===== src/sv/itbd_pkg.sv =====
`timescale 1ns / 1ps
// ----------------------------------------------------------------------------
// itbd_pkg: shared types and constants of the radix converter
// Field widths, the base limits, the digit alphabet and the job word that
// travels from the front end to the conversion engine.
// ----------------------------------------------------------------------------
package itbd_pkg;

	localparam int VALUE_W = 63;
	localparam int BASE_W  = 5;
	localparam int DIGIT_W = 4;
	localparam int CHAR_W  = 7;
	localparam int STEP_W  = 6;

	localparam logic [BASE_W-1:0] BASE_MIN   = 5'd2;
	localparam logic [BASE_W-1:0] BASE_MAX   = 5'd16;
	localparam logic [BASE_W-1:0] BASE_RESET = 5'd10;

	// One division step per bit of the dividend.
	localparam logic [STEP_W-1:0] LAST_STEP = STEP_W'(VALUE_W - 1);

	localparam logic [CHAR_W-1:0] ALPHABET [16] = '{
		7'h30, 7'h31, 7'h32, 7'h33, 7'h34, 7'h35, 7'h36, 7'h37,
		7'h38, 7'h39, 7'h41, 7'h42, 7'h43, 7'h44, 7'h45, 7'h46
	};

	typedef struct packed {
		logic                is_zero;
		logic [BASE_W-1:0]   base;
		logic [VALUE_W-1:0]  value;
	} job_t;

	function automatic logic [BASE_W-1:0] clamp_base(input logic [BASE_W-1:0] b);
		logic [BASE_W-1:0] r;
		r = b;
		if (b < BASE_MIN) begin
			r = BASE_MIN;
		end else if (b > BASE_MAX) begin
			r = BASE_MAX;
		end
		return r;
	endfunction

endpackage


===== src/sv/itbd_in_if.sv =====
`timescale 1ns / 1ps
// ----------------------------------------------------------------------------
// itbd_in_if: input word channel
// Valid/ready channel that carries the integer to convert.
// ----------------------------------------------------------------------------
interface itbd_in_if;
	logic        valid;
	logic        ready;
	logic [62:0] value;

	modport source (output valid, output value, input ready);
	modport sink   (input valid, input value, output ready);
endinterface


===== src/sv/itbd_out_if.sv =====
`timescale 1ns / 1ps
// ----------------------------------------------------------------------------
// itbd_out_if: output digit channel
// Valid/ready channel that carries one digit, its character and a last flag.
// ----------------------------------------------------------------------------
interface itbd_out_if;
	logic       valid;
	logic       ready;
	logic [3:0] digit_value;
	logic [6:0] digit_char;
	logic       last_digit;

	modport source (output valid, output digit_value, output digit_char,
		output last_digit, input ready);
	modport sink   (input valid, input digit_value, input digit_char,
		input last_digit, output ready);
endinterface


===== src/sv/itbd_ram.sv =====
`timescale 1ns / 1ps
// ----------------------------------------------------------------------------
// itbd_ram: generic simple dual-port RAM
// One write port and one read port with a registered read.
// ----------------------------------------------------------------------------
module itbd_ram #(
	parameter int WIDTH = 4,
	parameter int DEPTH = 64
) (
	input  logic                     clk,
	input  logic                     we,
	input  logic [$clog2(DEPTH)-1:0] waddr,
	input  logic [WIDTH-1:0]         wdata,
	input  logic                     re,
	input  logic [$clog2(DEPTH)-1:0] raddr,
	output logic [WIDTH-1:0]         rdata
);

	logic [WIDTH-1:0] mem_q [DEPTH];
	logic [WIDTH-1:0] rdata_q;

	always_ff @(posedge clk) begin
		if (we) begin
			mem_q[waddr] <= wdata;
		end
		if (re) begin
			rdata_q <= mem_q[raddr];
		end
	end

	assign rdata = rdata_q;

endmodule


===== src/sv/itbd_front.sv =====
`timescale 1ns / 1ps
// ----------------------------------------------------------------------------
// itbd_front: input front end
// Holds the base register, accepts words, tags them with the clamped base
// and a zero flag, and queues them in a two-entry FIFO for the engine.
// ----------------------------------------------------------------------------
module itbd_front import itbd_pkg::*; (
	input  logic                 clk,
	input  logic                 arst_n,
	input  logic                 cfg_we,
	input  logic [BASE_W-1:0]    cfg_wdata,
	itbd_in_if.sink              data_in,
	output logic                 job_valid,
	output job_t                 job,
	input  logic                 job_pop
);

	logic [BASE_W-1:0] base_q;
	job_t              fifo_q [2];
	logic              wr_ptr_q;
	logic              rd_ptr_q;
	logic [1:0]        count_q;
	logic              push;
	job_t              new_job;

	assign data_in.ready = (count_q != 2'd2);
	assign push          = data_in.valid && data_in.ready;
	assign job_valid     = (count_q != 2'd0);
	assign job           = fifo_q[rd_ptr_q];

	always_comb begin
		new_job.value   = data_in.value;
		new_job.base    = clamp_base(base_q);
		new_job.is_zero = (data_in.value == '0);
	end

	always_ff @(posedge clk or negedge arst_n) begin
		if (!arst_n) begin
			base_q   <= BASE_RESET;
			wr_ptr_q <= 1'b0;
			rd_ptr_q <= 1'b0;
			count_q  <= 2'd0;
		end else begin
			if (cfg_we) begin
				base_q <= cfg_wdata;
			end
			if (push) begin
				wr_ptr_q <= ~wr_ptr_q;
			end
			if (job_pop) begin
				rd_ptr_q <= ~rd_ptr_q;
			end
			case ({push, job_pop})
				2'b10:   count_q <= count_q + 2'd1;
				2'b01:   count_q <= count_q - 2'd1;
				default: count_q <= count_q;
			endcase
		end
	end

	always_ff @(posedge clk) begin
		if (push) begin
			fifo_q[wr_ptr_q] <= new_job;
		end
	end

	a_count_range: assert property (@(posedge clk) disable iff (!arst_n)
		count_q <= 2'd2) else $error("front FIFO overfilled");

	a_pop_nonempty: assert property (@(posedge clk) disable iff (!arst_n)
		job_pop |-> count_q != 2'd0) else $error("pop from empty FIFO");

	a_ptr_match: assert property (@(posedge clk) disable iff (!arst_n)
		(count_q == 2'd0 || count_q == 2'd2) |-> wr_ptr_q == rd_ptr_q)
		else $error("FIFO pointers disagree with occupancy");

endmodule


===== src/sv/itbd_back.sv =====
`timescale 1ns / 1ps
// ----------------------------------------------------------------------------
// itbd_back: conversion engine
// Bit-serial restoring division by the base, one quotient bit per cycle,
// digits stored least significant first, then read back in reverse order
// into the output register.
// ----------------------------------------------------------------------------
module itbd_back import itbd_pkg::*; #(
	parameter int MAX_DIGITS = 64
) (
	input  logic         clk,
	input  logic         arst_n,
	input  logic         job_valid,
	input  job_t         job,
	output logic         job_pop,
	itbd_out_if.source   digits_out
);

	localparam int AW = $clog2(MAX_DIGITS);
	localparam int CW = $clog2(MAX_DIGITS + 1);
	localparam logic [CW-1:0] MaxCount = CW'(MAX_DIGITS);

	typedef enum logic [1:0] {S_IDLE, S_DIV, S_RD, S_LD} state_t;

	state_t             state_q;
	logic [VALUE_W-1:0] quo_q;
	logic [DIGIT_W-1:0] rem_q;
	logic [BASE_W-1:0]  base_q;
	logic [STEP_W-1:0]  step_q;
	logic [CW-1:0]      cnt_q;
	logic [AW-1:0]      rd_ptr_q;
	logic               out_valid_q;
	logic [DIGIT_W-1:0] out_digit_q;
	logic               out_last_q;

	logic [BASE_W-1:0]  rem_sh;
	logic               q_bit;
	logic [BASE_W-1:0]  rem_new;
	logic [VALUE_W-1:0] quo_new;
	logic [CW-1:0]      cnt_inc;
	logic               out_free;
	logic               out_load;
	logic               ram_we;
	logic [AW-1:0]      ram_waddr;
	logic [DIGIT_W-1:0] ram_wdata;
	logic [DIGIT_W-1:0] ram_rdata;

	// One restoring division step: the remainder stays below the base.
	assign rem_sh  = {rem_q, quo_q[VALUE_W-1]};
	assign q_bit   = (rem_sh >= base_q);
	assign rem_new = q_bit ? (rem_sh - base_q) : rem_sh;
	assign quo_new = {quo_q[VALUE_W-2:0], q_bit};
	assign cnt_inc = cnt_q + CW'(1);

	assign out_free = !out_valid_q || digits_out.ready;
	assign out_load = (state_q == S_LD) && out_free;
	assign job_pop  = (state_q == S_IDLE) && job_valid;

	always_comb begin
		ram_we    = 1'b0;
		ram_waddr = cnt_q[AW-1:0];
		ram_wdata = rem_new[DIGIT_W-1:0];
		if (state_q == S_IDLE) begin
			ram_we    = job_valid && job.is_zero;
			ram_waddr = '0;
			ram_wdata = '0;
		end else if (state_q == S_DIV) begin
			ram_we = (step_q == '0);
		end
	end

	itbd_ram #(
		.WIDTH (DIGIT_W),
		.DEPTH (MAX_DIGITS)
	) u_store (
		.clk   (clk),
		.we    (ram_we),
		.waddr (ram_waddr),
		.wdata (ram_wdata),
		.re    (state_q == S_RD),
		.raddr (rd_ptr_q),
		.rdata (ram_rdata)
	);

	always_ff @(posedge clk or negedge arst_n) begin
		if (!arst_n) begin
			state_q     <= S_IDLE;
			quo_q       <= '0;
			rem_q       <= '0;
			base_q      <= BASE_RESET;
			step_q      <= '0;
			cnt_q       <= '0;
			rd_ptr_q    <= '0;
			out_valid_q <= 1'b0;
			out_digit_q <= '0;
			out_last_q  <= 1'b0;
		end else begin
			if (out_load) begin
				out_valid_q <= 1'b1;
			end else if (out_valid_q && digits_out.ready) begin
				out_valid_q <= 1'b0;
			end
			case (state_q)
				S_IDLE: begin
					if (job_valid) begin
						base_q <= job.base;
						quo_q  <= job.value;
						rem_q  <= '0;
						step_q <= LAST_STEP;
						if (job.is_zero) begin
							cnt_q    <= CW'(1);
							rd_ptr_q <= '0;
							state_q  <= S_RD;
						end else begin
							cnt_q   <= '0;
							state_q <= S_DIV;
						end
					end
				end
				S_DIV: begin
					quo_q <= quo_new;
					if (step_q == '0) begin
						// Digit complete: it was written to the store this cycle.
						cnt_q  <= cnt_inc;
						rem_q  <= '0;
						step_q <= LAST_STEP;
						if (quo_new == '0 || cnt_inc == MaxCount) begin
							rd_ptr_q <= cnt_q[AW-1:0];
							state_q  <= S_RD;
						end
					end else begin
						rem_q  <= rem_new[DIGIT_W-1:0];
						step_q <= step_q - STEP_W'(1);
					end
				end
				S_RD: begin
					state_q <= S_LD;
				end
				S_LD: begin
					if (out_free) begin
						out_digit_q <= ram_rdata;
						out_last_q  <= (rd_ptr_q == '0);
						if (rd_ptr_q == '0) begin
							state_q <= S_IDLE;
						end else begin
							rd_ptr_q <= rd_ptr_q - AW'(1);
							state_q  <= S_RD;
						end
					end
				end
				default: begin
					state_q <= S_IDLE;
				end
			endcase
		end
	end

	assign digits_out.valid       = out_valid_q;
	assign digits_out.digit_value = out_digit_q;
	assign digits_out.digit_char  = ALPHABET[out_digit_q];
	assign digits_out.last_digit  = out_last_q;

	a_rem_below_base: assert property (@(posedge clk) disable iff (!arst_n)
		state_q == S_DIV |-> rem_q < base_q)
		else $error("division remainder not below base");

	a_count_bound: assert property (@(posedge clk) disable iff (!arst_n)
		cnt_q <= MaxCount) else $error("digit count beyond store depth");

	a_read_has_digit: assert property (@(posedge clk) disable iff (!arst_n)
		state_q == S_RD |-> cnt_q != '0)
		else $error("readback started with no stored digit");

	a_base_range: assert property (@(posedge clk) disable iff (!arst_n)
		state_q != S_IDLE |-> (base_q >= BASE_MIN && base_q <= BASE_MAX))
		else $error("engine running with unclamped base");

endmodule


===== src/sv/integer_to_base_digits.sv =====
`timescale 1ns / 1ps
// ----------------------------------------------------------------------------
// integer_to_base_digits: integer to base 2..16 digit converter
// Converts a 63-bit unsigned integer to its digits in a configurable base
// and streams them out most significant first with their ASCII characters.
// ----------------------------------------------------------------------------
// Usage:
// Words enter on data_in (valid/ready) and digits leave on digits_out, one
// word per digit, the final (least significant) digit flagged by last_digit.
// A zero input yields the single digit '0'. The base register is written
// through cfg_we/cfg_wdata while the block is idle; values below 2 act as 2
// and values above 16 act as 16. Reset sets the base to 10 and empties all
// queues; the digit store needs no clearing since every digit is written
// before it is read.
// The front end queues up to two words, so data_in stays ready until two
// words wait behind the one in the engine. The engine divides by the base
// one quotient bit per cycle, making a full pass over the word for each
// digit; a zero word skips the division. Readback passes through a read
// state and a load state for each digit.
// When digits_out is stalled the output register holds its digit and the
// readback waits; the engine picks up the next word once the last digit of
// the current one sits in the output register.
// ----------------------------------------------------------------------------
module integer_to_base_digits import itbd_pkg::*; #(
	parameter int MAX_DIGITS = 64
) (
	input  logic              clk,
	input  logic              arst_n,
	input  logic              cfg_we,
	input  logic [BASE_W-1:0] cfg_wdata,
	itbd_in_if.sink           data_in,
	itbd_out_if.source        digits_out
);

	// Job queue between the front end and the engine.
	logic job_valid;
	job_t job;
	logic job_pop;

	itbd_front u_front (
		.clk       (clk),
		.arst_n    (arst_n),
		.cfg_we    (cfg_we),
		.cfg_wdata (cfg_wdata),
		.data_in   (data_in),
		.job_valid (job_valid),
		.job       (job),
		.job_pop   (job_pop)
	);

	// The engine keeps at most MAX_DIGITS least significant digits.
	itbd_back #(
		.MAX_DIGITS (MAX_DIGITS)
	) u_back (
		.clk        (clk),
		.arst_n     (arst_n),
		.job_valid  (job_valid),
		.job        (job),
		.job_pop    (job_pop),
		.digits_out (digits_out)
	);

endmodule


===== src/flat_wrapper.sv =====
// flat-port wrapper written by rule: the top's interface ports become plain ports
module integer_to_base_digits_flat import itbd_pkg::*;
#(
	parameter int MAX_DIGITS = 64
)
  (clk, arst_n, cfg_we, cfg_wdata, data_in_valid, data_in_value, data_in_ready, digits_out_valid, digits_out_digit_value, digits_out_digit_char, digits_out_last_digit, digits_out_ready);
  itbd_in_if data_in_i ();
  itbd_out_if digits_out_i ();
  input  logic clk;
  input  logic arst_n;
  input  logic cfg_we;
  input  logic [BASE_W-1:0] cfg_wdata;
  input wire logic [$bits(data_in_i.valid)-1:0] data_in_valid;
  input wire logic [$bits(data_in_i.value)-1:0] data_in_value;
  output wire logic [$bits(data_in_i.ready)-1:0] data_in_ready;
  output wire logic [$bits(digits_out_i.valid)-1:0] digits_out_valid;
  output wire logic [$bits(digits_out_i.digit_value)-1:0] digits_out_digit_value;
  output wire logic [$bits(digits_out_i.digit_char)-1:0] digits_out_digit_char;
  output wire logic [$bits(digits_out_i.last_digit)-1:0] digits_out_last_digit;
  input wire logic [$bits(digits_out_i.ready)-1:0] digits_out_ready;
  assign data_in_i.valid = data_in_valid;
  assign data_in_i.value = data_in_value;
  assign data_in_ready = data_in_i.ready;
  assign digits_out_valid = digits_out_i.valid;
  assign digits_out_digit_value = digits_out_i.digit_value;
  assign digits_out_digit_char = digits_out_i.digit_char;
  assign digits_out_last_digit = digits_out_i.last_digit;
  assign digits_out_i.ready = digits_out_ready;
  integer_to_base_digits #(.MAX_DIGITS(MAX_DIGITS)) u_core (.clk(clk), .arst_n(arst_n), .cfg_we(cfg_we), .cfg_wdata(cfg_wdata), .data_in(data_in_i), .digits_out(digits_out_i));
endmodule

===== config.mk =====
export PLATFORM = sky130hd
export DESIGN_NAME = integer_to_base_digits_flat
export DESIGN_NICKNAME = d
export VERILOG_FILES = /design/src/sv/itbd_pkg.sv /design/src/sv/itbd_in_if.sv /design/src/sv/itbd_out_if.sv /design/src/sv/itbd_ram.sv /design/src/sv/itbd_front.sv /design/src/sv/itbd_back.sv /design/src/sv/integer_to_base_digits.sv /design/src/flat_wrapper.sv
export SDC_FILE = /design/constraint.sdc
export NUM_CORES = 1
export LEC_CHECK = 0
export BUFFER_PORTS_ARGS = -buffer_cell sky130_fd_sc_hd__clkbuf_2
export CORE_MARGIN = 2
export CORE_UTILIZATION = 65
export DETAILED_ROUTE_END_ITERATION = 10
export PLACE_DENSITY = 0.85
export SLEW_MARGIN = 30
export SYNTH_ARGS = -nofsm -noshare
export SYNTH_HDL_FRONTEND = slang
export SYNTH_HIERARCHICAL = 1
export SYNTH_SLANG_ARGS = --single-unit

===== constraint.sdc =====
create_clock -name clk -period 11.25 [get_ports clk]
set_input_delay 2.8125 -clock clk [delete_from_list [all_inputs] [get_ports clk]]
set_output_delay 2.8125 -clock clk [all_outputs]
set_load 0.02 [all_outputs]

==> results by group <==
Status
  • Status: completed

Global route
  • Vias in the first global route: 12600
  • First-pass GRT wire length: 70100 um
  • GRT Max-Usage Layer: met2
  • GRT Util Overall: 27.4%
  • GRT met1 Usage: 37.7%
  • Grt total ovfl: 0
  • Initial antenna violation count: 0
  • Maximum number of pins on one net before global-route repair: 82
  • GR met2 Demand/Resource: 44.7%
  • Global Route met3 Usage: 5.74%

Floorplan
  • Starting Density: 66.3%
  • CORE AREA: 0.0316 sq mm
  • IO Pins: 87
  • Die footprint: 0.0337 sq mm
  • Row Count: 65
  • Die X: 184 um
  • Die Ht: 184 um

Timing
  • Relative slew slack: 35.5%
  • Max-slew violation count: 0
  • Unrepaired setup endpoints after global routing: false
  • Clock Skew: 0.0174 ns
  • Final hold violation count: 0
  • Setup TNS: 0 ns
  • Fmax: 0.210 GHz
  • Fin crit share: 42.4%
  • Worst-margin pin slew: 0.967 ns
  • Final setup fails: 0
  • Minimum clock period after layout: 4.77 ns

Logic synthesis
  • Post-Synthesis Cells: 1345
  • Top cells by area, synth: edfxtp_1 (57%), dfrtp_1 (12%), mux4_2 (4.9%), mux2_2 (4.0%), nand2_1 (3.1%)
  • Post-synth EDFFs: 398
  • Synth top area share: 57.0%
  • Asr flop ratio synth: 21.3%
  • Yosys warns: 6
  • Yosys top cell by area: edfxtp_1
  • Post-synthesis register bit count: 506
  • Most used DFF post-synth: edfxtp_1
  • Count leader, synth: edfxtp_1
  • Synth Cell Area: 0.0210 sq mm
  • Register area share after synthesis: 69.9%
  • Synthesized area per cell: 15.6 sq um
  • Syn nets: 1431
  • Yosys cell types: 74
  • Top post-synthesis cells by count: edfxtp_1 (398), nand2_1 (176), dfrtp_1 (104)

Setup path
  • Crit path max fanout: 6
  • CP Class: register to primary output
  • Req. time, crit path: 8.44 ns
  • Data arrival, critical path: 1.96 ns
  • Nature of the critical path startpoint: register
  • Crit path capture type: primary output

Layout
  • Final Util: 73.6%
  • Nets: 1519
  • Post-Layout Cell Count: 1875
  • Antenna diodes: 0
  • Area Overhead vs Synth: 11.0%
  • Share of cells above drive strength 1: 22.3%

Pwr
  • Maximum vdd drop: 0.000118 V
  • Leakage: 7.30 nW
  • PwrDens: 168 mW/mm^2

Placement
  • Placed wire-length estimate: 27100 um
  • GPL Wtd Cong: 0.836
  • Placed Cells: 1781
  • Port Buf Inserts: 86

Detailed routing
  • Wire per inst: 23.8 um
  • DR iter-0 viols: 1503
  • DR pass1 iterations: 5
  • Routed vias: 12400
  • # DRC: 0
  • Post-DRT Antenna Nets: 0
  • Total Wirelength: 44700 um
  • Via density: 6.59

Clock network
  • TritonCTS clock tree: built
  • Clock Pin Slew Worst Setup and Hold Paths: 0.06 ns
  • Clock Path Buffers: 3
  • CTS Hold Bufs: 0
  • Post-cts sizing count: 0
  • Cts bufs inserted: 48
  • TritonCTS Sinks: 506
  • CTS root buf: clkbuf_16
  • Worst-Skew Late Latency: 0.57 ns
  • H-Tree Depth: 2
  • Post-CTS Setup Repair Bufs: 0

Job
  • # Max-Cap Violations: 0

Worst hold path
  • Worst Hold Class: register to register
registers in the layout, summed over array words and instances, names as in the netlist:
signal                                cells
u_core/u_back/digits_out.valid            1
u_core/u_back/cnt_q                       7
u_core/u_front/fifo_q                   138
u_core/u_back/digits_out.digit_value      4
u_core/u_front/wr_ptr_q                   1
u_core/u_back/quo_q                      63
u_core/u_back/digits_out.last_digit       1
u_core/u_front/base_q                     5
u_core/u_back/u_store/mem_q             256
u_core/u_back/u_store/rdata               4
u_core/u_back/rd_ptr_q                    6
u_core/u_back/rem_q                       4
u_core/u_front/count_q                    2
u_core/u_back/state_q                     2
u_core/u_back/step_q                      6
u_core/u_back/base_q                      5
u_core/u_front/rd_ptr_q                   1
layer usage:
layer,share of wire [%],vias up
met4,2.7,0
met5,0,-
met3,9.2,94
li1,-,5362
met2,49,635
met1,39,6267
worst max-delay path: stages (launching register included):
cell	delay (ns)
dfrtp_1	0.44
inv_1	0.09
ha_1	0.28
inv_1	0.05
nor3b_1	0.18
a31oi_1	0.06
o21ai_0	0.09
clkbuf_2	0.20
cell usage in the layout, fill, tap and decap left out, types with 13 or more instances in the layout:
cell type,n
a22oi_1,70
buf_4,14
clkbuf_16,49
clkbuf_2,85
dfrtp_1,100
edfxtp_1,398
inv_1,22
mux2_2,74
mux2i_1,14
mux4_1,19
mux4_2,46
nand2_1,176
nand3_1,19
nand4_1,13
nor2_1,92
nor2b_1,18
nor4_1,32
o21ai_0,39
metrics by stage:
stage	cell area [sq um]	worst slack [ns]	total power [mW]	hold slack [ns]
final	23300	6.48	3.92	0.449
after global routing	23300	6.36	4.04	0.465
after CTS	23200	6.47	3.93	0.448
after detailed placement	21700	6.87	2.41	0.433
after global placement	21700	6.92	2.40	0.424
after floorplan	21000	4.96	2.33	0.415
power breakdown:
group	switching, mW	internal [mW]
registers	0.0324	2.15
clock network	0.670	0.870
logic	0.129	0.0720
total	0.832	3.09
layout make-up:
type                       instances  area [sq um]
tap                              402           503
clock buffer                      63          1310
fill                            1781          8350
timing repair buffer             104           638
clock inverter                    27           199
sequential                       506         14700
inverter                          24          90.1
multi-input combinational        749          5880
final timing paths:
path / start / to / slack, ns / depth (start not counted)
worst max-delay path: u_core/u_back/digits_out.digit_value[1]$_DFFE_PN0P_ / digits_out_digit_char[0] / 6.48 / 7
worst min-delay path: u_core/u_back/u_store/rdata[2]$_DFFE_PP_ / u_core/u_back/digits_out.digit_value[2]$_DFFE_PN0P_ / 0.45 / 2
worst max register to register: u_core/u_back/state_q[1]$_DFFE_PN0P_ / u_core/u_back/u_store/mem_q[38][3]$_DFFE_PP_ / 7.34 / 10
worst min register to register: u_core/u_back/u_store/rdata[2]$_DFFE_PP_ / u_core/u_back/digits_out.digit_value[2]$_DFFE_PN0P_ / 0.45 / 2
max in group asynchronous: arst_n / u_core/u_front/base_q[1]$_DFFE_PN1P_ / 7.90 / 3
min in group asynchronous: arst_n / u_core/u_back/quo_q[29]$_DFFE_PN0P_ / 2.22 / 1
cells by family after synthesis:
family          share of synthesized area [%]
flops                                    69.9
simple gates                             9.09
compound gates                           5.57
mux                                      12.0
buf+inv                                  2.30
fa+ha+maj                               0.811
xor+xnor                                0.376
(Power assumes the default switching activity.)
